`config.mk`:
```
export PLATFORM = sky130hd
export DESIGN_NAME = ring_entry_offset_locator
export DESIGN_NICKNAME = d
export VERILOG_FILES = /design/src/sv/reol_pkg.sv /design/src/sv/reol_ctrl.sv /design/src/sv/reol_datapath.sv /design/src/sv/ring_entry_offset_locator.sv
export SDC_FILE = /design/constraint.sdc
export NUM_CORES = 1
export LEC_CHECK = 0
export BUFFER_PORTS_ARGS = -buffer_cell sky130_fd_sc_hd__buf_2
export CAP_MARGIN = 20
export CELL_PAD_IN_SITES_DETAIL_PLACEMENT = 0
export CELL_PAD_IN_SITES_GLOBAL_PLACEMENT = 1
export CORE_MARGIN = 4
export CORE_UTILIZATION = 55
export CTS_BUF_LIST = sky130_fd_sc_hd__clkbuf_4 sky130_fd_sc_hd__clkbuf_8 sky130_fd_sc_hd__clkbuf_16
export CTS_CLUSTER_DIAMETER = 50
export DETAILED_ROUTE_END_ITERATION = 12
export PLACE_DENSITY = 0.9
export SYNTH_ARGS = -nofsm -noshare
export SYNTH_HDL_FRONTEND = slang
export SYNTH_SLANG_ARGS = --single-unit
```
`constraint.sdc`:
```
create_clock -name clk -period 8.07 [get_ports clk]
set_input_delay 0.4035 -clock clk [delete_from_list [all_inputs] [get_ports clk]]
set_output_delay 0.4035 -clock clk [all_outputs]
set_load 0.03 [all_outputs]
```
`src/sv/reol_pkg.sv`:
```
// Shared types and constants for the ring entry offset locator.
// No dependencies; used by reol_ctrl, reol_datapath and ring_entry_offset_locator.
`timescale 1ns / 1ps

package reol_pkg;

    localparam int SLOTS_DEFAULT = 16;

    localparam int FIELD_W    = 32;
    localparam int SLOT_IDX_W = 4;
    localparam int S_TDATA_W  = 96;
    localparam int M_TDATA_W  = 72;

    localparam logic KIND_ADD  = 1'b0;
    localparam logic KIND_FIND = 1'b1;

    typedef struct packed {
        logic store_entry;
        logic find_load;
        logic rd_issue;
        logic walk_eval;
        logic out_load;
    } cmd_t;

    typedef struct packed {
        logic walk_stop;
        logic out_free;
    } sts_t;

endpackage

```
`src/sv/reol_ctrl.sv`:
```
// Sequencer for the ring entry offset locator: input handshake and find walk.
// Depends on reol_pkg; drives reol_datapath through cmd_t and reads sts_t.
`timescale 1ns / 1ps

module reol_ctrl
(
    input  logic              clk,
    input  logic              rst_n,
    input  logic              s_tvalid,
    output logic              s_tready,
    input  logic              kind,
    output reol_pkg::cmd_t    cmd,
    input  reol_pkg::sts_t    sts
);

    typedef enum logic [1:0] {
        ST_IDLE,
        ST_PRIME,
        ST_WALK,
        ST_FINISH
    } state_t;

    state_t state_reg;
    logic   ready_reg;
    logic   accept;

    assign s_tready = ready_reg;
    assign accept   = s_tvalid && ready_reg;

    always_ff @(posedge clk or negedge rst_n)
    begin
        if (!rst_n)
        begin
            state_reg <= ST_IDLE;
            ready_reg <= 1'b1;
        end
        else
        begin
            unique case (state_reg)
                ST_IDLE:
                begin
                    if (accept && (kind == reol_pkg::KIND_FIND))
                    begin
                        state_reg <= ST_PRIME;
                        ready_reg <= 1'b0;
                    end
                end
                ST_PRIME:
                begin
                    state_reg <= ST_WALK;
                end
                ST_WALK:
                begin
                    if (sts.walk_stop)
                        state_reg <= ST_FINISH;
                end
                ST_FINISH:
                begin
                    if (sts.out_free)
                    begin
                        state_reg <= ST_IDLE;
                        ready_reg <= 1'b1;
                    end
                end
                default:
                begin
                    state_reg <= ST_IDLE;
                    ready_reg <= 1'b1;
                end
            endcase
        end
    end

    always_comb
    begin
        cmd = '0;
        unique case (state_reg)
            ST_IDLE:
            begin
                cmd.store_entry = accept && (kind == reol_pkg::KIND_ADD);
                cmd.find_load   = accept && (kind == reol_pkg::KIND_FIND);
            end
            ST_PRIME:
            begin
                cmd.rd_issue = 1'b1;
            end
            ST_WALK:
            begin
                cmd.rd_issue  = 1'b1;
                cmd.walk_eval = 1'b1;
            end
            ST_FINISH:
            begin
                cmd.out_load = sts.out_free;
            end
            default:
            begin
                cmd = '0;
            end
        endcase
    end

    a_ready_only_idle: assert property (@(posedge clk) disable iff (!rst_n)
        ready_reg |-> (state_reg == ST_IDLE))
        else $error("ready raised outside idle");

    a_find_primes: assert property (@(posedge clk) disable iff (!rst_n)
        cmd.find_load |=> (state_reg == ST_PRIME))
        else $error("find beat did not start a walk");

    a_load_when_free: assert property (@(posedge clk) disable iff (!rst_n)
        cmd.out_load |-> sts.out_free)
        else $error("result loaded over an untaken beat");

endmodule

```
`src/sv/reol_datapath.sv`:
```
// Datapath: slot memories, valid bits, ring pointers, walk offset and result register.
// Depends on reol_pkg; commanded by reol_ctrl.
`timescale 1ns / 1ps

module reol_datapath
#(
    parameter int SLOTS = reol_pkg::SLOTS_DEFAULT
)
(
    input  logic                                 clk,
    input  logic                                 rst_n,
    input  reol_pkg::cmd_t                       cmd,
    output reol_pkg::sts_t                       sts,
    input  logic [reol_pkg::FIELD_W-1:0]         entry_handle,
    input  logic [reol_pkg::FIELD_W-1:0]         entry_size,
    input  logic [reol_pkg::FIELD_W-1:0]         lookup_offset,
    output logic                                 m_tvalid,
    input  logic                                 m_tready,
    output logic                                 found,
    output logic [reol_pkg::SLOT_IDX_W-1:0]      slot_index,
    output logic [reol_pkg::FIELD_W-1:0]         found_handle,
    output logic [reol_pkg::FIELD_W-1:0]         byte_offset
);

    localparam int PTR_W = $clog2(SLOTS);
    localparam logic [PTR_W-1:0] LAST_SLOT = PTR_W'(SLOTS - 1);

    logic [reol_pkg::FIELD_W-1:0] handle_mem [SLOTS];
    logic [reol_pkg::FIELD_W-1:0] size_mem   [SLOTS];
    logic [SLOTS-1:0]             valid_reg;

    logic [PTR_W-1:0] wr_ptr_reg;
    logic [PTR_W-1:0] rd_ptr_reg;
    logic             full_reg;
    logic [PTR_W-1:0] wr_ptr_next;
    logic [PTR_W-1:0] rd_ptr_next;

    logic [PTR_W-1:0]             walk_addr_reg;
    logic [PTR_W-1:0]             walk_cnt_reg;
    logic [reol_pkg::FIELD_W-1:0] offset_reg;
    logic [reol_pkg::FIELD_W-1:0] rd_handle_reg;
    logic [reol_pkg::FIELD_W-1:0] rd_size_reg;
    logic [PTR_W-1:0]             rd_slot_reg;
    logic                         rd_valid_reg;

    logic                         res_found_reg;
    logic [PTR_W-1:0]             res_slot_reg;
    logic [reol_pkg::FIELD_W-1:0] res_handle_reg;
    logic [reol_pkg::FIELD_W-1:0] res_offset_reg;

    logic                         out_valid_reg;
    logic                         out_found_reg;
    logic [PTR_W-1:0]             out_slot_reg;
    logic [reol_pkg::FIELD_W-1:0] out_handle_reg;
    logic [reol_pkg::FIELD_W-1:0] out_offset_reg;

    logic hit;
    logic last;

    function automatic logic [PTR_W-1:0] next_slot(input logic [PTR_W-1:0] s);
        logic [PTR_W-1:0] n;
        n = (s == LAST_SLOT) ? '0 : s + 1'b1;
        return n;
    endfunction

    // slot memories
    always_ff @(posedge clk)
    begin
        if (cmd.store_entry)
        begin
            handle_mem[wr_ptr_reg] <= entry_handle;
            size_mem[wr_ptr_reg]   <= entry_size;
        end
        if (cmd.rd_issue)
        begin
            rd_handle_reg <= handle_mem[walk_addr_reg];
            rd_size_reg   <= size_mem[walk_addr_reg];
            rd_slot_reg   <= walk_addr_reg;
        end
    end

    always_comb
    begin
        rd_ptr_next = full_reg ? next_slot(rd_ptr_reg) : rd_ptr_reg;
        wr_ptr_next = next_slot(wr_ptr_reg);
    end

    always_ff @(posedge clk or negedge rst_n)
    begin
        if (!rst_n)
        begin
            valid_reg    <= '0;
            wr_ptr_reg   <= '0;
            rd_ptr_reg   <= '0;
            full_reg     <= 1'b0;
            rd_valid_reg <= 1'b0;
        end
        else
        begin
            if (cmd.store_entry)
            begin
                valid_reg[wr_ptr_reg] <= 1'b1;
                wr_ptr_reg            <= wr_ptr_next;
                rd_ptr_reg            <= rd_ptr_next;
                if (wr_ptr_next == rd_ptr_next)
                    full_reg <= 1'b1;
            end
            if (cmd.rd_issue)
                rd_valid_reg <= valid_reg[walk_addr_reg];
        end
    end

    // walk: compare the fetched slot while the next one is read
    assign hit  = offset_reg < rd_size_reg;
    assign last = walk_cnt_reg == LAST_SLOT;

    always_ff @(posedge clk)
    begin
        if (cmd.find_load)
        begin
            walk_addr_reg <= rd_ptr_reg;
            walk_cnt_reg  <= '0;
            offset_reg    <= lookup_offset;
        end
        else
        begin
            if (cmd.rd_issue)
                walk_addr_reg <= next_slot(walk_addr_reg);
            if (cmd.walk_eval)
            begin
                if (!rd_valid_reg)
                begin
                    res_found_reg  <= 1'b0;
                    res_slot_reg   <= '0;
                    res_handle_reg <= '0;
                    res_offset_reg <= '0;
                end
                else if (hit)
                begin
                    res_found_reg  <= 1'b1;
                    res_slot_reg   <= rd_slot_reg;
                    res_handle_reg <= rd_handle_reg;
                    res_offset_reg <= offset_reg;
                end
                else
                begin
                    offset_reg     <= offset_reg - rd_size_reg;
                    walk_cnt_reg   <= walk_cnt_reg + 1'b1;
                    res_found_reg  <= 1'b0;
                    res_slot_reg   <= '0;
                    res_handle_reg <= '0;
                    res_offset_reg <= '0;
                end
            end
        end
    end

    assign sts.walk_stop = !rd_valid_reg || hit || last;
    assign sts.out_free  = !out_valid_reg || m_tready;

    // output register
    always_ff @(posedge clk or negedge rst_n)
    begin
        if (!rst_n)
            out_valid_reg <= 1'b0;
        else if (cmd.out_load)
            out_valid_reg <= 1'b1;
        else if (m_tready)
            out_valid_reg <= 1'b0;
    end

    always_ff @(posedge clk)
    begin
        if (cmd.out_load)
        begin
            out_found_reg  <= res_found_reg;
            out_slot_reg   <= res_slot_reg;
            out_handle_reg <= res_handle_reg;
            out_offset_reg <= res_offset_reg;
        end
    end

    assign m_tvalid     = out_valid_reg;
    assign found        = out_found_reg;
    assign slot_index   = reol_pkg::SLOT_IDX_W'(out_slot_reg);
    assign found_handle = out_handle_reg;
    assign byte_offset  = out_offset_reg;

    a_full_ptrs_meet: assert property (@(posedge clk) disable iff (!rst_n)
        full_reg |-> (rd_ptr_reg == wr_ptr_reg))
        else $error("full ring with pointers apart");

    a_rd_moves_only_full: assert property (@(posedge clk) disable iff (!rst_n)
        cmd.store_entry && !full_reg |=> (rd_ptr_reg == $past(rd_ptr_reg)))
        else $error("read pointer moved before the ring filled");

    a_out_held: assert property (@(posedge clk) disable iff (!rst_n)
        m_tvalid && !m_tready |=> m_tvalid && $stable(out_found_reg)
            && $stable(out_slot_reg) && $stable(out_handle_reg)
            && $stable(out_offset_reg))
        else $error("result beat changed while waiting");

endmodule

```
`src/sv/ring_entry_offset_locator.sv`:
```
// Top level of the ring entry offset locator: stream ports, controller and datapath.
// Depends on reol_pkg, reol_ctrl and reol_datapath.
`timescale 1ns / 1ps

// A ring of SLOTS entries (handle, byte size) that overwrites its oldest entry
// once full. An add beat (tuser = 0) is stored in the cycle it is taken and
// gives no result; adds may arrive every cycle while no find is in progress.
// A find beat (tuser = 1) walks from the oldest entry, one slot per cycle out
// of the slot memory, and returns one result beat: found, slot, handle and the
// byte offset inside that entry, or all zeros when not found. A find visiting
// n slots (1 to SLOTS) holds the input until its result is loaded. The result
// sits in an output register, so the next beat is taken while it waits.

module ring_entry_offset_locator
#(
    parameter int SLOTS = reol_pkg::SLOTS_DEFAULT
)
(
    input  logic                            clk,
    input  logic                            rst_n,
    input  logic                            s_tvalid,
    output logic                            s_tready,
    // entry_handle, entry_size, lookup_offset
    input  logic [reol_pkg::S_TDATA_W-1:0]  s_tdata,
    // kind
    input  logic                            s_tuser,
    output logic                            m_tvalid,
    input  logic                            m_tready,
    // found, slot_index, found_handle, byte_offset, zero pad
    output logic [reol_pkg::M_TDATA_W-1:0]  m_tdata
);

    reol_pkg::cmd_t cmd;
    reol_pkg::sts_t sts;

    logic                                found;
    logic [reol_pkg::SLOT_IDX_W-1:0]     slot_index;
    logic [reol_pkg::FIELD_W-1:0]        found_handle;
    logic [reol_pkg::FIELD_W-1:0]        byte_offset;

    reol_ctrl u_ctrl
    (
        .clk      (clk),
        .rst_n    (rst_n),
        .s_tvalid (s_tvalid),
        .s_tready (s_tready),
        .kind     (s_tuser),
        .cmd      (cmd),
        .sts      (sts)
    );

    reol_datapath #(
        .SLOTS (SLOTS)
    ) u_datapath
    (
        .clk           (clk),
        .rst_n         (rst_n),
        .cmd           (cmd),
        .sts           (sts),
        .entry_handle  (s_tdata[31:0]),
        .entry_size    (s_tdata[63:32]),
        .lookup_offset (s_tdata[95:64]),
        .m_tvalid      (m_tvalid),
        .m_tready      (m_tready),
        .found         (found),
        .slot_index    (slot_index),
        .found_handle  (found_handle),
        .byte_offset   (byte_offset)
    );

    assign m_tdata = {3'b000, byte_offset, found_handle, slot_index, found};

endmodule

```
[Word-level counts from Yosys, hierarchy flattened]
Memories as Yosys holds them, arrays and structs flattened. A register that Yosys moved wholly into a read port is not among the register bits.
Index checks and enable logic that the tools add are counted.
Word-level totals
  memories: 2
  word-level logic and storage cells: 100
  bits in registers: 212
  bits in writable memories: 1024
Memories
  u_datapath.handle_mem: words 16, bits a word 32, read ports 1, clocked after memory_dff 1, wr ports 1, RTL line reol_datapath.sv:28  | logic [reol_pkg::FIELD_W-1:0] handle_mem [SLOTS];
  u_datapath.size_mem: words 16, bits a word 32, read ports 1, clocked after memory_dff 1, wr ports 1, RTL line reol_datapath.sv:29  | logic [reol_pkg::FIELD_W-1:0] size_mem [SLOTS];
Operators by class
  eq/ne operators: 12
  add/sub/neg operators: 5
  multiplexer cells: 30
  bitwise operators: 4
  reductions and logical operators: 23
  order comparisons: 4
Operators with widths (count)
  32-bit two-way mux: 4
  32-bit less-than comparator: 1
  32-bit subtractor: 1
  4-bit two-way mux: 6
  4-bit by 1-bit adder with 4-bit output, second input constant: 4
  4-bit equality test, second input constant: 4
  16-bit OR: 1
  1-bit two-way mux: 12
  3-bit AND reduction: 4
  4-bit by 5-bit less-than comparator with 1-bit output, second input constant: 2
  2-bit nonzero test: 5
  2-bit two-way mux: 4
  2-bit case mux with 4 select lines: 1
  2-bit AND reduction: 3
  1-bit binary-select mux with 4-bit select: 1
  1-bit demux with 4-bit select: 1
  2-bit equality test, second input constant: 2
  4-bit equality test: 1
  4-bit by 1-bit >= comparator with 1-bit output, second input constant: 1
  1-bit logical AND: 4
  2-bit by 1-bit != test with 1-bit output, second input constant: 2
  2-bit != test, second input constant: 2
  1-bit logical OR: 3
  1-bit NOT: 3
  other kinds (5): 6

[Longest topological paths before layout]
  depth after elaboration: 5
  depth in mapped cells: 12
  mapped depth without buffers: 11

[By module]
From an unflattened synthesis, not the netlist that was laid out.
Unflattened totals
  cells, all modules: 2773
  area, all modules: 50855.0 sq um
By module, submodules not included
  reol_datapath: area each 50579.8 sq um, seq. area each 38772.2 sq um, cells an instance 2743, instances 1
  reol_ctrl: area each 241.5 sq um, seq. area each 76.3 sq um, cells an instance 25, instances 1
  ring_entry_offset_locator: area each 33.8 sq um, seq. area each 0.0 sq um, cells an instance 5, instances 1

[Worst setup path after synthesis]
Ideal clock, no wire load.
  path kind: reg-to-reg
  from: register u_ctrl.ready_reg, in the netlist u_ctrl.s_tready
  to: register u_datapath.valid_reg[3]
  data required time: 7.978 ns
  cell stages (with the launch flop): 6
  path slack: 1.861 ns
  arrival: 6.117 ns
  period minus slack after synthesis: 6.209 ns
  path through: dfstp_2 nand3_1 nor2_1 nand2_1 nor3_1 or2_2
Between the ends
  cells in the longest elaborated chain, start to end: 3
RTL lines
  start, declared: RTL line reol_ctrl.sv:24  | logic ready_reg;
  start signal, assigned: RTL line reol_ctrl.sv:35  | ready_reg <= 1'b1;
  start signal, assigned: RTL line reol_ctrl.sv:45  | ready_reg <= 1'b0;
  start signal, assigned: RTL line reol_ctrl.sv:62  | ready_reg <= 1'b1;
  1-bit logical AND: RTL line reol_ctrl.sv:28  | assign accept = s_tvalid && ready_reg;
  1-bit logical AND: RTL line reol_ctrl.sv:80  | cmd.store_entry = accept && (kind == reol_pkg::KIND_ADD);
  2-bit two-way mux: RTL line reol_ctrl.sv:77  | unique case (state_reg)
  end signal, assigned: RTL line reol_datapath.sv:92  | valid_reg <= '0;
  end signal, assigned by index: RTL line reol_datapath.sv:102  | valid_reg[wr_ptr_reg] <= 1'b1;
  end, declared: RTL line reol_datapath.sv:30  | logic [SLOTS-1:0] valid_reg;
Every way passes these cells.
A chain may end at the register's enable or synchronous reset.

[Final worst setup path]
  from: register u_ctrl.state_reg[0]
  to: memory u_datapath.size_mem[15][0] (netlist bit) (enable)
Between the ends
  cells in the longest elaborated chain, start to end: 4
RTL lines
  start, declared: RTL line reol_ctrl.sv:23  | state_t state_reg;
  start signal, assigned: RTL line reol_ctrl.sv:34  | state_reg <= ST_IDLE;
  start signal, assigned: RTL line reol_ctrl.sv:44  | state_reg <= ST_PRIME;
  start signal, assigned: RTL line reol_ctrl.sv:50  | state_reg <= ST_WALK;
  2-bit zero test: RTL line reol_ctrl.sv:77
  2-bit two-way mux: RTL line reol_ctrl.sv:77
  1-bit two-way mux: RTL line reol_datapath.sv:69  | if (cmd.store_entry)
  1-bit two-way mux (implied by the code): RTL line reol_datapath.sv:72  | size_mem[wr_ptr_reg] <= entry_size;
  end, declared: RTL line reol_datapath.sv:29
Every way passes these cells.

==> metrics.md <==
| Metric | Value |
|---|---|
| Type of origin of the critical path | register |
| Setup TNS | 0 ns |
| Gate Count Post-Synth | roughly 2300 |
| H-tree Lvls | 3 |
| Filler instances | between 5000 and 6000 |
| Die Width | about 310 um |
| Routability cong. | between 0.8 and 0.9 |
| Top_reg_cell synth | edfxtp_1 |
| Clk sinks | 1300 |
| Clock root buffer | clkbuf_16 |
| Power Total | 13.3 mW |
| Maximum clock path buffer count | 3 |
| Hold Vio Cnt, Final | 0 |
| Seq/Total Area, Yosys | 0.774 |
| VDD IR max | about 0.2 mV |
| Vias in the first global route | between 20000 and 30000 |
| Placement Cell Area | 52500 um^2 |
| Synth Warn # | 0 |
| Worst-margin pin slew | 1.15 ns |
| Final wirelength | 118000 um |
| First-pass GRT wire length | around 170000 um |
| Crit path arrival time | about 4.7 ns |
| EDFF count, synth | 1266 |
| GRT Resource Usage Total | 0.248 |
| WS Path Type | reg -> reg |
| Avg Cell Area, Syn | between 20 and 25 um^2 |
| Setup Skew | ~0.040 ns |
| Synth-to-layout area growth | 13.0% |
| CTS tree | done |
| Core area | approximately 90000 um^2 |
| Share of cells above drive strength 1 | 0.300 |
| CP endpoint kind | register |
| FF+latch area | approximately 40000 um^2 |
| Cts bufs inserted | approximately 120 |
| # DRC | 0 |
| # IOs | between 150 and 200 |
| Chip height | approximately 310 um |
| TritonRoute pass-1 iters | 5 |
| Number of synthesized register bits | 1300 |
| Biggest regs | u_datapath.handle_mem x512, u_datapath.size_mem x512 |
| Post-DR vias/cell | between 6 and 7 |
| Yosys cell types | between 60 and 70 |
| Period utilisation layout | 0.547 |
| Status | complete, no violations |
| Worst skew pair latency | roughly 0.7 ns |
| Pins Over Slew Limit | 0 |
| Die ar. | around 96000 um^2 |
| Num rows | 110 |
| Post-route ant nets | 0 |
| Routed len/inst | between 30 and 40 um |
| GRT overflow | 0 |
| RSZ-0062 raised after global routing | false |
| Pwr dens | 235 nW/um^2 |
| Starting Density | 0.556 |
| Minimum clock period | roughly 4.4 ns |
| Initial DRC Count | approximately 3200 |
| Port bufs | 171 |
| Endpoints failing setup | 0 |
| Post-DP HPWL | 60500 um |
| Worst hold path class | in -> reg |
| Initial antenna violation count | 20 |
| Max-slew headroom | 0.236 |
| Clk slew on worst S/H paths | approximately 0.06 ns |
| Final instance area | 56700 um^2 |
| Vias post-DR | ~25000 |
| Syn Std Cell Area | approximately 50000 um^2 |
| Multi-input logic area | about 11000 um^2 |
| Nets | about 2700 |
| Max FO, Critical Path | 44 |
| Max Fclk | approximately 0.23 GHz |
| Reg2Reg Depth | 7 |
| CP required | around 8.4 ns |
| Max-cap viol count | 0 |
| Static leakage | 18.4 nW |
| Post-synth ARST share | 0.0231 |
| Largest net degree at the start of global routing | between 150 and 200 |
| Hold path cells | 3 |
timing repair:
item                                   in CTS  in global routing
buffers inserted                            0                  0
resized for setup                           0                  0
hold buffers                                6                  0
endpoints found under the hold margin      34                  0
per-stage QoR:
step	std cells	hold slack [ns]	utilization	setup WS, ns
3_3_place_gp	3568	0.401	0.581	3.86
5_1_grt	3805	0.0349	0.628	3.41
2_1_floorplan	2296	0.108	-	1.86
3_5_place_dp	3569	0.405	0.581	3.71
4_1_cts	3796	0.000596	0.627	3.73
6_report	3814	0.0378	0.628	3.65
per-layer routing:
metal  routed length (um)  global-route usage  up-vias
li1                     -                   -     9991
met1                43100               0.334    12900
met2                60100               0.412     1606
met3                11700              0.0515      211
met4                 3210              0.0813        6
met5                   34                   0        -
worst max-delay path: stages, from the launching register on:
cell,delay [ns]
dfrtp_1,0.39
inv_1,0.19
ha_4,0.18
nand3_1,0.11
nor2_1,0.85
nand2_1,0.53
nor2_4,0.92
buf_4,0.82
cell usage after synthesis (all sizes together), types with 3 or more instances:
library cell | count | share of area
edfxtp | 1266 | 0.76
o31ai | 4 | 0.00080
a31oi | 12 | 0.0016
mux4 | 325 | 0.15
and2 | 5 | 0.00062
and3 | 76 | 0.0095
buf | 53 | 0.0059
xor2 | 14 | 0.0024
clkbuf | 59 | 0.0044
ha | 43 | 0.011
a21o | 14 | 0.0021
mux2 | 5 | 0.0011
nand2b | 7 | 0.00087
dfxtp | 4 | 0.0016
a21oi | 58 | 0.0058
nor2b | 6 | 0.00075
or2 | 17 | 0.0021
o21bai | 7 | 0.0010
nand3 | 11 | 0.0011
mux2i | 3 | 0.00060
nand2 | 49 | 0.0037
nand4 | 8 | 0.0010
nor3 | 10 | 0.0012
nor2 | 62 | 0.0046
inv | 51 | 0.0038
o21ai | 39 | 0.0039
xnor2 | 24 | 0.0042
dfrtp | 29 | 0.014
logic make-up after synthesis:
family | Yosys count | synth area share
flip-flops | 1300 | 0.774
buffers and inverters | 163 | 0.0141
AND/OR/NAND/NOR | 258 | 0.0266
XOR/XNOR | 38 | 0.00663
multiplexers | 333 | 0.148
other | 1 | 0.0000748
adder cells (fa/ha/maj) | 44 | 0.0111
AO/OA/AOI/OAI | 157 | 0.0194
where the power goes:
part | internal (mW) | switching [mW] | leakage, nW | total [mW]
registers | 7.38 | 0.0000000000000000104 | 11.4 | 7.38
clock network | 3.32 | 2.50 | 2.01 | 5.82
logic | 0.0195 | 0.0818 | 4.96 | 0.101
total | 10.7 | 2.58 | 18.4 | 13.3
cell usage in the layout (no fill, tap or decap), types with 19 or more instances in the layout:
cell type and count:
and3_1 76, xnor2_1 24, edfxtp_1 1266, clkinv_1 23, clkinv_2 22, a21oi_1 58
clkbuf_4 19, nand2_1 49, o21ai_0 28, clkbuf_16 123, ha_1 41, nor2_1 49
buf_4 35, dfrtp_1 28, buf_2 171, mux4_2 325, inv_1 51
final cells by class:
class / count / share of cell area
Tap cell: 1176 / 0.0259
Clock inverter: 78 / 0.0145
Inverter: 51 / 0.00338
Multi-Input combinational cell: 833 / 0.190
Antenna cell: 14 / 0.000618
Sequential cell: 1300 / 0.685
Clock buffer: 143 / 0.0570
Timing Repair Buffer: 219 / 0.0237
path summary, 6_finish.rpt:
kind | start | endpoint | slack (ns)
worst max register to register | u_ctrl.state_reg[0]$_DFFE_PN0P_ | u_datapath.size_mem[15][0]$_DFFE_PP_ | 3.65
min in group asynchronous | rst_n | u_datapath.rd_valid_reg$_DFFE_PN0P_ | 0.31
worst min register to register | u_datapath.res_handle_reg[0]$_SDFFCE_PN0P_ | u_datapath.found_handle[0]$_DFFE_PP_ | 0.41
max in group asynchronous | rst_n | u_datapath.rd_valid_reg$_DFFE_PN0P_ | 7.23
worst max-delay path | u_ctrl.state_reg[0]$_DFFE_PN0P_ | u_datapath.size_mem[15][0]$_DFFE_PP_ | 3.65
worst min-delay path | s_tdata[86] | u_datapath.offset_reg[22]$_DFFE_PP_ | 0.04
Power figures use the tool's default switching activity.
